## src/hw/rtl/s2cd_pkg.sv

```systemverilog
// Shared constants, types and tables for the seconds-to-calendar-date pipeline.
// Used by seconds_to_calendar_date and its port checker; depends on nothing.

package s2cd_pkg;

  // Default width of the seconds count
  localparam int unsigned SECONDS_BITS_DEF = 40;

  // Result fields, lowest bits first in m_axis_tdata
  localparam int unsigned YEAR_W     = 16;
  localparam int unsigned MONTH_W    = 4;
  localparam int unsigned MDAY_W     = 5;
  localparam int unsigned HOUR_W     = 5;
  localparam int unsigned MIN_W      = 6;
  localparam int unsigned SEC_W      = 6;
  localparam int unsigned WDAY_W     = 3;
  localparam int unsigned YDAY_W     = 9;
  localparam int unsigned OUT_DATA_W = 56;

  // Seconds within a day, day within a 400-year era, day within a March-based year
  localparam int unsigned SOD_W = 17;
  localparam int unsigned DOE_W = 18;
  localparam int unsigned YOE_W = 9;
  localparam int unsigned DOY_W = 9;
  localparam int unsigned MP_W  = 4;

  // Reciprocals: floor(x / d) as (x * RECIP) >> SHIFT
  // Seconds / 128 / 675 gives days; estimate may be one low and is corrected.
  localparam int unsigned  DAY_SHIFT  = 41;
  localparam logic [31:0]  RECIP_675  = 32'((64'd1 << DAY_SHIFT) / 64'd675);
  // Days / 146097 gives 400-year eras; estimate may be one low and is corrected.
  localparam int unsigned  ERA_SHIFT  = 49;
  localparam logic [31:0]  RECIP_ERA  = 32'((64'd1 << ERA_SHIFT) / 64'd146097);
  // Exact over the ranges in use
  localparam int unsigned  HOUR_SHIFT = 29;
  localparam logic [17:0]  RECIP_HOUR = 18'd149131;
  localparam int unsigned  MIN_SHIFT  = 18;
  localparam logic [12:0]  RECIP_MIN  = 13'd4370;
  localparam int unsigned  Q1460_SHIFT = 28;
  localparam int unsigned  Q365_SHIFT  = 26;
  localparam logic [17:0]  RECIP_1460 = 18'd183860;
  localparam logic [17:0]  RECIP_365  = 18'd183860;

  // Days from 0000-03-01 to 1970-01-01, and days in a 400-year era
  localparam logic [19:0]  DAYS_TO_EPOCH = 20'd719468;
  localparam logic [17:0]  DAYS_PER_ERA  = 18'd146097;
  localparam logic [15:0]  YEAR_BASE     = 16'd1900;

  // Time of day and weekday, carried alongside the date path
  typedef struct packed {
    logic [HOUR_W-1:0] hour;
    logic [MIN_W-1:0]  minute;
    logic [SEC_W-1:0]  second;
    logic [WDAY_W-1:0] wday;
  } tod_t;

  // First day of each month in a year that starts on March 1
  function automatic logic [DOY_W-1:0] month_start(input logic [MP_W-1:0] mp);
    logic [DOY_W-1:0] start;
    case (mp)
      4'd0:    start = 9'd0;
      4'd1:    start = 9'd31;
      4'd2:    start = 9'd61;
      4'd3:    start = 9'd92;
      4'd4:    start = 9'd122;
      4'd5:    start = 9'd153;
      4'd6:    start = 9'd184;
      4'd7:    start = 9'd214;
      4'd8:    start = 9'd245;
      4'd9:    start = 9'd275;
      4'd10:   start = 9'd306;
      4'd11:   start = 9'd337;
      default: start = 9'd0;
    endcase
    return start;
  endfunction

endpackage

```

## src/hw/rtl/seconds_to_calendar_date.sv

```systemverilog
// Seconds-since-1970 to Gregorian date and time of day, fourteen-stage pipeline.
// Depends on s2cd_pkg for constants, the month table and the time-of-day type.
//
// Usage:
//   Slave channel s_axis_* carries one seconds count per request (low
//   SECONDS_BITS bits of tdata, higher bits ignored). Master channel m_axis_*
//   returns one packed date per request, in request order.
// Depth and throughput:
//   A request accepted at one edge passes through every stage in order before it
//   shows on m_axis_tvalid. One request is taken every cycle while the output is
//   not stalled. The depth is set by the date path: reciprocal multiplies for
//   whole days, 400-year eras and the year of the era, then the month search.
// Reset:
//   rst_ni clears every stage valid bit at once; payload registers keep junk
//   that is never shown. The block is ready right after reset.
// Stall:
//   While the last stage holds a result that is not taken, the whole pipeline
//   holds and s_axis_tready is low in the same cycle. Nothing is lost or
//   repeated; empty slots do not collapse.

module seconds_to_calendar_date #(
  parameter  int unsigned SECONDS_BITS = s2cd_pkg::SECONDS_BITS_DEF,
  localparam int unsigned InDataW      = ((SECONDS_BITS + 7) / 8) * 8
) (
  input  logic                              clk_i,
  input  logic                              rst_ni,
  // Request: epoch_seconds
  input  logic                              s_axis_tvalid,
  output logic                              s_axis_tready,
  input  logic [InDataW-1:0]                s_axis_tdata,
  // Result: years_since_1900, month_index, day_of_month, hour_of_day,
  //   minute_of_hour, second_of_minute, weekday, day_of_year, zero pad
  output logic                              m_axis_tvalid,
  input  logic                              m_axis_tready,
  output logic [s2cd_pkg::OUT_DATA_W-1:0]   m_axis_tdata
);

  localparam int unsigned NStg  = 14;
  localparam int unsigned XW    = SECONDS_BITS - 7;
  localparam int unsigned XLoW  = 20;
  localparam int unsigned XHiW  = XW - XLoW;
  localparam int unsigned PHiW  = XHiW + 32;
  localparam int unsigned PLoW  = XLoW + 32;
  localparam int unsigned SumW  = XW + 32;
  localparam int unsigned DayW  = SECONDS_BITS - 16;
  localparam int unsigned ZW    = (DayW > 22) ? DayW : 22;
  localparam int unsigned PZW   = ZW + 32;
  localparam int unsigned EraW  = ZW - 17;
  localparam int unsigned NDig  = (DayW + 2) / 3;
  localparam int unsigned WsumW = $clog2(7 * NDig + 5);

  localparam int unsigned DoeW = s2cd_pkg::DOE_W;
  localparam int unsigned DoyW = s2cd_pkg::DOY_W;
  localparam int unsigned YoeW = s2cd_pkg::YOE_W;
  localparam int unsigned MpW  = s2cd_pkg::MP_W;
  localparam int unsigned YrW  = s2cd_pkg::YEAR_W;

  // ---------------------------------------------------------------- control
  logic [NStg-1:0] vld_q;
  logic            en;

  // Advance every stage unless the last one holds an untaken result
  assign en            = !vld_q[NStg-1] || m_axis_tready;
  assign s_axis_tready = en;
  assign m_axis_tvalid = vld_q[NStg-1];

  always_ff @(posedge clk_i or negedge rst_ni) begin
    if (!rst_ni) begin
      vld_q <= '0;
    end else if (en) begin
      vld_q <= {vld_q[NStg-2:0], s_axis_tvalid};
    end
  end

  // ---------------------------------------------------------------- stage 1
  // Split seconds/128 into a high and a low part and multiply each by the reciprocal of 675
  logic [XW-1:0]    x_in;
  logic [PHiW-1:0]  s1_phi_d, s1_phi_q;
  logic [PLoW-1:0]  s1_plo_d, s1_plo_q;
  logic [10:0]      s1_xlo_q;
  logic [6:0]       s1_tlo_q;

  assign x_in     = s_axis_tdata[SECONDS_BITS-1:7];
  assign s1_phi_d = PHiW'(x_in[XW-1:XLoW]) * PHiW'(s2cd_pkg::RECIP_675);
  assign s1_plo_d = PLoW'(x_in[XLoW-1:0]) * PLoW'(s2cd_pkg::RECIP_675);

  // ---------------------------------------------------------------- stage 2
  // Sum partial products into the day estimate
  logic [SumW-1:0]  s2_sum;
  logic [DayW-1:0]  s2_q0_d, s2_q0_q;
  logic [10:0]      s2_xlo_q;
  logic [6:0]       s2_tlo_q;

  assign s2_sum  = (SumW'(s1_phi_q) << XLoW) + SumW'(s1_plo_q);
  assign s2_q0_d = s2_sum[s2cd_pkg::DAY_SHIFT +: DayW];

  // ---------------------------------------------------------------- stage 3
  // Fix the estimate from the low remainder bits; rebuild seconds of day
  logic [10:0]               s3_r0;
  logic                      s3_up;
  logic [10:0]               s3_r;
  logic [DayW-1:0]           s3_days_d, s3_days_q;
  logic [s2cd_pkg::SOD_W-1:0] s3_secs_d, s3_secs_q;

  assign s3_r0     = s2_xlo_q - 11'(s2_q0_q[10:0] * 11'd675);
  assign s3_up     = s3_r0 >= 11'd675;
  assign s3_r      = s3_up ? (s3_r0 - 11'd675) : s3_r0;
  assign s3_days_d = s2_q0_q + DayW'(s3_up);
  assign s3_secs_d = {s3_r[9:0], s2_tlo_q};

  // ---------------------------------------------------------------- stage 4
  // Shift the day count to March 0000, take the hour, sum octal digits for weekday
  logic [ZW-1:0]              s4_z_d, s4_z_q;
  logic [34:0]                s4_hprod;
  logic [s2cd_pkg::HOUR_W-1:0] s4_hour_d, s4_hour_q;
  logic [s2cd_pkg::SOD_W-1:0]  s4_secs_q;
  logic [3*NDig-1:0]          s4_dpad;
  logic [WsumW-1:0]           s4_wsum_d, s4_wsum_q;

  assign s4_z_d    = ZW'(s3_days_q) + ZW'(s2cd_pkg::DAYS_TO_EPOCH);
  assign s4_hprod  = 35'(s3_secs_q) * 35'(s2cd_pkg::RECIP_HOUR);
  assign s4_hour_d = s4_hprod[s2cd_pkg::HOUR_SHIFT +: s2cd_pkg::HOUR_W];
  assign s4_dpad   = (3 * NDig)'(s3_days_q);

  always_comb begin
    s4_wsum_d = '0;
    for (int i = 0; i < NDig; i++) begin
      s4_wsum_d = s4_wsum_d + WsumW'(s4_dpad[3*i +: 3]);
    end
  end

  // ---------------------------------------------------------------- stage 5
  // Era estimate; seconds within the hour; fold the digit sum to a weekday
  logic [PZW-1:0]              s5_pz;
  logic [EraW-1:0]             s5_era_d, s5_era_q;
  logic [18:0]                 s5_z19_q;
  logic [11:0]                 s5_rem_d, s5_rem_q;
  logic [s2cd_pkg::HOUR_W-1:0] s5_hour_q;
  logic [6:0]                  s5_x7;
  logic [3:0]                  s5_f1, s5_f2;
  logic [s2cd_pkg::WDAY_W-1:0] s5_wday_d, s5_wday_q;

  assign s5_pz    = PZW'(s4_z_q) * PZW'(s2cd_pkg::RECIP_ERA);
  assign s5_era_d = s5_pz[s2cd_pkg::ERA_SHIFT +: EraW];
  assign s5_rem_d = 12'(s4_secs_q - 17'(17'(s4_hour_q) * 17'd3600));
  assign s5_x7    = 7'(s4_wsum_q) + 7'd4;
  assign s5_f1    = 4'(s5_x7[2:0]) + 4'(s5_x7[5:3]) + 4'(s5_x7[6]);
  assign s5_f2    = 4'(s5_f1[2:0]) + 4'(s5_f1[3]);
  assign s5_wday_d = (s5_f2 >= 4'd7) ? 3'(s5_f2 - 4'd7) : s5_f2[2:0];

  // ---------------------------------------------------------------- stage 6
  // Day within the era before correction; minute of the hour
  logic [18:0]                 s6_doe_d, s6_doe_q;
  logic [EraW-1:0]             s6_era_q;
  logic [24:0]                 s6_mprod;
  logic [s2cd_pkg::MIN_W-1:0]  s6_min_d, s6_min_q;
  logic [11:0]                 s6_rem_q;
  logic [s2cd_pkg::HOUR_W-1:0] s6_hour_q;
  logic [s2cd_pkg::WDAY_W-1:0] s6_wday_q;

  assign s6_doe_d = s5_z19_q - 19'(19'(s5_era_q) * 19'(s2cd_pkg::DAYS_PER_ERA));
  assign s6_mprod = 25'(s5_rem_q) * 25'(s2cd_pkg::RECIP_MIN);
  assign s6_min_d = s6_mprod[s2cd_pkg::MIN_SHIFT +: s2cd_pkg::MIN_W];

  // ---------------------------------------------------------------- stage 7
  // Correct the era; second of the minute
  logic                 s7_up;
  logic [DoeW-1:0]      s7_doe_d, s7_doe_q;
  logic [EraW-1:0]      s7_era_d, s7_era_q;
  s2cd_pkg::tod_t       s7_tod_d;

  assign s7_up    = s6_doe_q >= 19'(s2cd_pkg::DAYS_PER_ERA);
  assign s7_doe_d = s7_up ? DoeW'(s6_doe_q - 19'(s2cd_pkg::DAYS_PER_ERA)) : DoeW'(s6_doe_q);
  assign s7_era_d = s6_era_q + EraW'(s7_up);

  always_comb begin
    s7_tod_d.hour   = s6_hour_q;
    s7_tod_d.minute = s6_min_q;
    s7_tod_d.second = 6'(s6_rem_q - 12'(12'(s6_min_q) * 12'd60));
    s7_tod_d.wday   = s6_wday_q;
  end

  // ---------------------------------------------------------------- stage 8
  // Leap-day corrections within the era: doe/1460, doe/36524, doe/146096
  logic [35:0]     s8_aprod;
  logic [6:0]      s8_a_d, s8_a_q;
  logic [2:0]      s8_b_d, s8_b_q;
  logic            s8_c_d, s8_c_q;
  logic [YrW-1:0]  s8_era400_d, s8_era400_q;
  logic [DoeW-1:0] s8_doe_q;

  assign s8_aprod    = 36'(s7_doe_q) * 36'(s2cd_pkg::RECIP_1460);
  assign s8_a_d      = s8_aprod[s2cd_pkg::Q1460_SHIFT +: 7];
  assign s8_c_d      = s7_doe_q == 18'd146096;
  assign s8_era400_d = YrW'(YrW'(s7_era_q) * 16'd400);

  always_comb begin
    s8_b_d = '0;
    for (int k = 1; k < 5; k++) begin
      if (s7_doe_q >= 18'(k * 36524)) begin
        s8_b_d = s8_b_d + 3'd1;
      end
    end
  end

  // ---------------------------------------------------------------- stage 9
  // Day count with leap days taken out
  logic [DoeW-1:0] s9_n_d, s9_n_q;
  logic [DoeW-1:0] s9_doe_q;
  logic [YrW-1:0]  s9_era400_q;

  assign s9_n_d = s8_doe_q - DoeW'(s8_a_q) + DoeW'(s8_b_q) - DoeW'(s8_c_q);

  // ---------------------------------------------------------------- stage 10
  // Year of the era
  logic [35:0]     s10_yprod;
  logic [YoeW-1:0] s10_yoe_d, s10_yoe_q;
  logic [DoeW-1:0] s10_doe_q;
  logic [YrW-1:0]  s10_era400_q;

  assign s10_yprod = 36'(s9_n_q) * 36'(s2cd_pkg::RECIP_365);
  assign s10_yoe_d = s10_yprod[s2cd_pkg::Q365_SHIFT +: YoeW];

  // ---------------------------------------------------------------- stage 11
  // Days before this March-based year; leap flag of its calendar year
  logic [1:0]      s11_cent;
  logic [DoeW-1:0] s11_base_d, s11_base_q;
  logic            s11_leap_d, s11_leap_q;
  logic [YoeW-1:0] s11_yoe_q;
  logic [DoeW-1:0] s11_doe_q;
  logic [YrW-1:0]  s11_era400_q;

  assign s11_cent   = 2'(s10_yoe_q >= 9'd100) + 2'(s10_yoe_q >= 9'd200)
                    + 2'(s10_yoe_q >= 9'd300);
  assign s11_base_d = DoeW'(s10_yoe_q) * 18'd365 + DoeW'(s10_yoe_q >> 2) - DoeW'(s11_cent);
  assign s11_leap_d = (s10_yoe_q[1:0] == 2'd0) && (s10_yoe_q != 9'd100)
                   && (s10_yoe_q != 9'd200) && (s10_yoe_q != 9'd300);

  // ---------------------------------------------------------------- stage 12
  // Day within the March-based year
  logic [DoyW-1:0] s12_doy_d, s12_doy_q;
  logic [YoeW-1:0] s12_yoe_q;
  logic            s12_leap_q;
  logic [YrW-1:0]  s12_era400_q;

  assign s12_doy_d = DoyW'(s11_doe_q - s11_base_q);

  // ---------------------------------------------------------------- stage 13
  // Month search: count month starts at or below the day
  logic [MpW-1:0]  s13_mp_d, s13_mp_q;
  logic [DoyW-1:0] s13_doy_q;
  logic [YoeW-1:0] s13_yoe_q;
  logic            s13_leap_q;
  logic [YrW-1:0]  s13_era400_q;

  always_comb begin
    s13_mp_d = '0;
    for (int k = 1; k < 12; k++) begin
      if (s12_doy_q >= s2cd_pkg::month_start(MpW'(k))) begin
        s13_mp_d = s13_mp_d + 4'd1;
      end
    end
  end

  // ---------------------------------------------------------------- stage 14
  // Map to January-based month, day of year and calendar year
  logic                         s14_jan;
  logic [YrW-1:0]               s14_year_d, s14_year_q;
  logic [s2cd_pkg::MONTH_W-1:0] s14_month_d, s14_month_q;
  logic [s2cd_pkg::MDAY_W-1:0]  s14_mday_d, s14_mday_q;
  logic [s2cd_pkg::YDAY_W-1:0]  s14_yday_d, s14_yday_q;

  assign s14_jan     = s13_mp_q >= 4'd10;
  assign s14_mday_d  = 5'(s13_doy_q - s2cd_pkg::month_start(s13_mp_q) + 9'd1);
  assign s14_month_d = s14_jan ? (s13_mp_q - 4'd10) : (s13_mp_q + 4'd2);
  assign s14_yday_d  = s14_jan ? (s13_doy_q - 9'd306)
                               : (s13_doy_q + 9'd59 + 9'(s13_leap_q));
  assign s14_year_d  = s13_era400_q + YrW'(s13_yoe_q) + YrW'(s14_jan)
                     - s2cd_pkg::YEAR_BASE;

  // Time of day travels beside the date path
  s2cd_pkg::tod_t tod_q [7:NStg];

  // ---------------------------------------------------------------- payload
  // Advance all payload registers together with the valid bits
  always_ff @(posedge clk_i) begin
    if (en) begin
      s1_phi_q     <= s1_phi_d;
      s1_plo_q     <= s1_plo_d;
      s1_xlo_q     <= x_in[10:0];
      s1_tlo_q     <= s_axis_tdata[6:0];

      s2_q0_q      <= s2_q0_d;
      s2_xlo_q     <= s1_xlo_q;
      s2_tlo_q     <= s1_tlo_q;

      s3_days_q    <= s3_days_d;
      s3_secs_q    <= s3_secs_d;

      s4_z_q       <= s4_z_d;
      s4_hour_q    <= s4_hour_d;
      s4_secs_q    <= s3_secs_q;
      s4_wsum_q    <= s4_wsum_d;

      s5_era_q     <= s5_era_d;
      s5_z19_q     <= s4_z_q[18:0];
      s5_rem_q     <= s5_rem_d;
      s5_hour_q    <= s4_hour_q;
      s5_wday_q    <= s5_wday_d;

      s6_doe_q     <= s6_doe_d;
      s6_era_q     <= s5_era_q;
      s6_min_q     <= s6_min_d;
      s6_rem_q     <= s5_rem_q;
      s6_hour_q    <= s5_hour_q;
      s6_wday_q    <= s5_wday_q;

      s7_doe_q     <= s7_doe_d;
      s7_era_q     <= s7_era_d;
      tod_q[7]     <= s7_tod_d;

      s8_a_q       <= s8_a_d;
      s8_b_q       <= s8_b_d;
      s8_c_q       <= s8_c_d;
      s8_era400_q  <= s8_era400_d;
      s8_doe_q     <= s7_doe_q;

      s9_n_q       <= s9_n_d;
      s9_doe_q     <= s8_doe_q;
      s9_era400_q  <= s8_era400_q;

      s10_yoe_q    <= s10_yoe_d;
      s10_doe_q    <= s9_doe_q;
      s10_era400_q <= s9_era400_q;

      s11_base_q   <= s11_base_d;
      s11_leap_q   <= s11_leap_d;
      s11_yoe_q    <= s10_yoe_q;
      s11_doe_q    <= s10_doe_q;
      s11_era400_q <= s10_era400_q;

      s12_doy_q    <= s12_doy_d;
      s12_yoe_q    <= s11_yoe_q;
      s12_leap_q   <= s11_leap_q;
      s12_era400_q <= s11_era400_q;

      s13_mp_q     <= s13_mp_d;
      s13_doy_q    <= s12_doy_q;
      s13_yoe_q    <= s12_yoe_q;
      s13_leap_q   <= s12_leap_q;
      s13_era400_q <= s12_era400_q;

      s14_year_q   <= s14_year_d;
      s14_month_q  <= s14_month_d;
      s14_mday_q   <= s14_mday_d;
      s14_yday_q   <= s14_yday_d;

      for (int i = 8; i <= NStg; i++) begin
        tod_q[i] <= tod_q[i-1];
      end
    end
  end

  // ---------------------------------------------------------------- output
  assign m_axis_tdata = {2'b00,
                         s14_yday_q,
                         tod_q[NStg].wday,
                         tod_q[NStg].second,
                         tod_q[NStg].minute,
                         tod_q[NStg].hour,
                         s14_mday_q,
                         s14_month_q,
                         s14_year_q};

endmodule

```

## config.mk

```make
export PLATFORM = sky130hd
export DESIGN_NAME = seconds_to_calendar_date
export DESIGN_NICKNAME = d
export VERILOG_FILES = /design/src/hw/rtl/s2cd_pkg.sv /design/src/hw/rtl/seconds_to_calendar_date.sv
export SDC_FILE = /design/constraint.sdc
export NUM_CORES = 2
export LEC_CHECK = 0
export BUFFER_PORTS_ARGS = -buffer_cell sky130_fd_sc_hd__buf_2
export CORE_UTILIZATION = 40
export CTS_CLUSTER_SIZE = 12
export DETAILED_ROUTE_END_ITERATION = 10
export GPL_TIMING_DRIVEN = 0
export SLEW_MARGIN = 15
export SYNTH_ARGS = -nofsm -noshare
export SYNTH_HDL_FRONTEND = slang
export SYNTH_SLANG_ARGS = --single-unit
```

## constraint.sdc

```tcl
create_clock -name clk_i -period 53.2 [get_ports clk_i]
set_input_delay 13.3 -clock clk_i [delete_from_list [all_inputs] [get_ports clk_i]]
set_output_delay 13.3 -clock clk_i [all_outputs]
set_load 0.01 [all_outputs]
```

==> results_dict.tcl <==
set metrics [dict create \
    crit_family "buffers and inverters" \
    insertion_delay_ps 740 \
    place.gp.congestion 0.926 \
    rows 160 \
    rr_startpoint "s4_z_q[16]" \
    syn_avg_cell_area_um2 11.9 \
    numCtsBuffers 92 \
    slew_headroom_pct 38.2 \
    critPathMaxFanout 53 \
    grt_remaining_overflow 0 \
    synth_seq_cells 769 \
    path_buf_inv 9 \
    crit_start "m_axis_tready" \
    drc 0 \
    fmax_mhz 34.1 \
    grt_max_degree 62 \
    synth_cell_types 87 \
    period_share_pct 55.2 \
    cts.sinks 769 \
    cts_root_buf "clkbuf_16" \
    rsz0062_at_grt "false" \
    yosys_warnings 0 \
    period_minus_slack_ps 29360 \
    final_antenna_net_count 0 \
    portBuffers 99 \
    drive_above_1_share_pct 4.86 \
    synth_area_leader_cell "edfxtp_1" \
    cts_resized 0 \
    grt_first_pass_wirelength_um 248000 \
    ctsHoldBuffers 0 \
    die_area_um2 193000 \
    crit_path_end_kind "primary output" \
    wl_per_cell_um 16.2 \
    synth_top_area_share_pct 29.4 \
    crit_top_cell "buf_16" \
    ys_seq_area_share_pct 30.0 \
    slew_violations 0 \
    core-area_um2 190000 \
    worstPathArrival_ps 16060 \
    synthFlopType "edfxtp_1" \
    htree_levels 3 \
    antenna_found_initial 2 \
    worst_setup_hold_path_clk_slew_ps 70 \
    num_vias 44700 \
    hp-class "register to register" \
    yosysMostFrequentCell "inv_1" \
    vias_per_cell 4.84 \
    synth_area_um2 76600 \
    track_usage_pct 16.2 \
    critPathSlowestCell "clkbuf_4" \
    worstMarginPinSlew_ps 926 \
    synth-async-reset-ratio_pct 1.82 \
    finalSetupViolCount 0 \
    start_util_pct 40.3 \
    cap_violations 0 \
    dr.pass1.iters 5 \
    required_ps 39900 \
    ios 102 \
    nets 9094 \
    syn_inst 6455 \
    synthTopCellsByArea "edfxtp_1, ha_1, fa_1" \
    drtIter0Drc 1895 \
    die_h_um 440 \
    die_x_um 440 \
    clock_path_buffers 3 \
    cts_setup_buffers 0 \
    crit_chain "buf_2, nor2b_1, clkbuf_1, clkinv_1, clkbuf_4, buf_12, buf_16, buf_16, buf_16, buf_2" \
    cp_slowest_stage_delay_ps 490 \
    area_growth_pct 9.15 \
    synth_edf_count 750 \
    final_hold_viol_count 0 \
    finClkSkew_ps 42.2 \
    synth_common_cells "inv_1, ha_1, fa_1" \
    final_util_pct 44.0 \
    tritoncts "done" \
    post-dp-hpwl_um 124000 \
    start_kind "input port" \
    hp-start "s1_tlo_q[5]" \
    outcome "finished clean" \
    grt_pass1_vias 48100 \
    criticalPathCategory "input port to primary output" \
    wl_um 150000 \
]
per-stage QoR:
step / worst slack [ps] / cell area (um2) / TNS (ps) / std cells / hold slack, ps
after floorplan: 5820 / 76600 / 0 / 6456 / 400
after global routing: 23610 / 83600 / 0 / 9242 / 410
after detailed placement: 23810 / 80600 / 0 / 9080 / 405
after global placement: -5760 / 80300 / -5760 / 9066 / 401
final: 23840 / 83600 / 0 / 9243 / 405
after CTS: 23810 / 83600 / 0 / 9241 / 405
cells in the final DEF (no fill, tap or decap), types with 36 or more instances in the layout:
cell / instances
inv_1: 1552
ha_1: 1489
fa_1: 898
edfxtp_1: 750
xnor2_1: 255
a21oi_1: 186
nor2_1: 176
nand2_1: 158
a21o_1: 138
o21ai_0: 124
buf_2: 105
clkbuf_16: 93
xor2_1: 86
nand3_1: 66
o21a_1: 44
nand4_1: 38
nor3_1: 36
final cells by class:
class,count,area [um2]
sequential,769,23000
buffer,39,249
multi-input combinational,4094,47600
antenna,2,5.00
fill,17700,107000
inverter,1554,5830
timing repair buffer,113,873
tap,2511,3140
clock inverter,53,578
clock buffer,108,2400
sequential cells by signal (all words and copies together), names as in the netlist, 19 cells and up, named ones only:
signal,cells
s1_phi_q,44
s1_plo_q,31
s2_q0_q,24
s3_days_q,24
s4_z_q,24
s5_z19_q,19
s6_doe_q,19
tod_q,160
final timing paths:
| path | endpoint | slack [ps] | cells past startpoint |
|---|---|---|---|
| max | s_axis_tready | 23840 | 10 |
| min | s2_tlo_q[5] | 410 | 0 |
| max reg2reg | s5_era_q[4] | 45110 | 24 |
| min reg2reg | s2_tlo_q[5] | 410 | 0 |
| max in group asynchronous | vld_q[8] | 40480 | 1 |
| min in group asynchronous | vld_q[2] | 12470 | 1 |
cells by family (layout without fill, tap and decap cells):
group / count (synthesis) / after routing / synth area share, %
adders and majority gates: 2387 / 2387 / 47.8
buffers and inverters: 1593 / 1867 / 7.93
DFF: 769 / 769 / 30.0
AOI/OAI and AO/OA: 683 / 683 / 5.86
and+or+nand+nor: 664 / 664 / 4.26
xor gates and xnor gates: 344 / 344 / 3.97
muxes: 14 / 14 / 0.201
other: 1 / 4 / 0.00489
layer usage:
metal  wire, um  part of all wire, %  GRT usage (%)
met1      66200                   44           20.8
met2      73800                   49           28.1
met3       5830                  3.9           2.51
met4       3800                  2.5           4.30
met5          0                    0              0
Power is not shown: default switching activity piles up to over one toggle a cycle in this logic, so the estimate is an artifact.
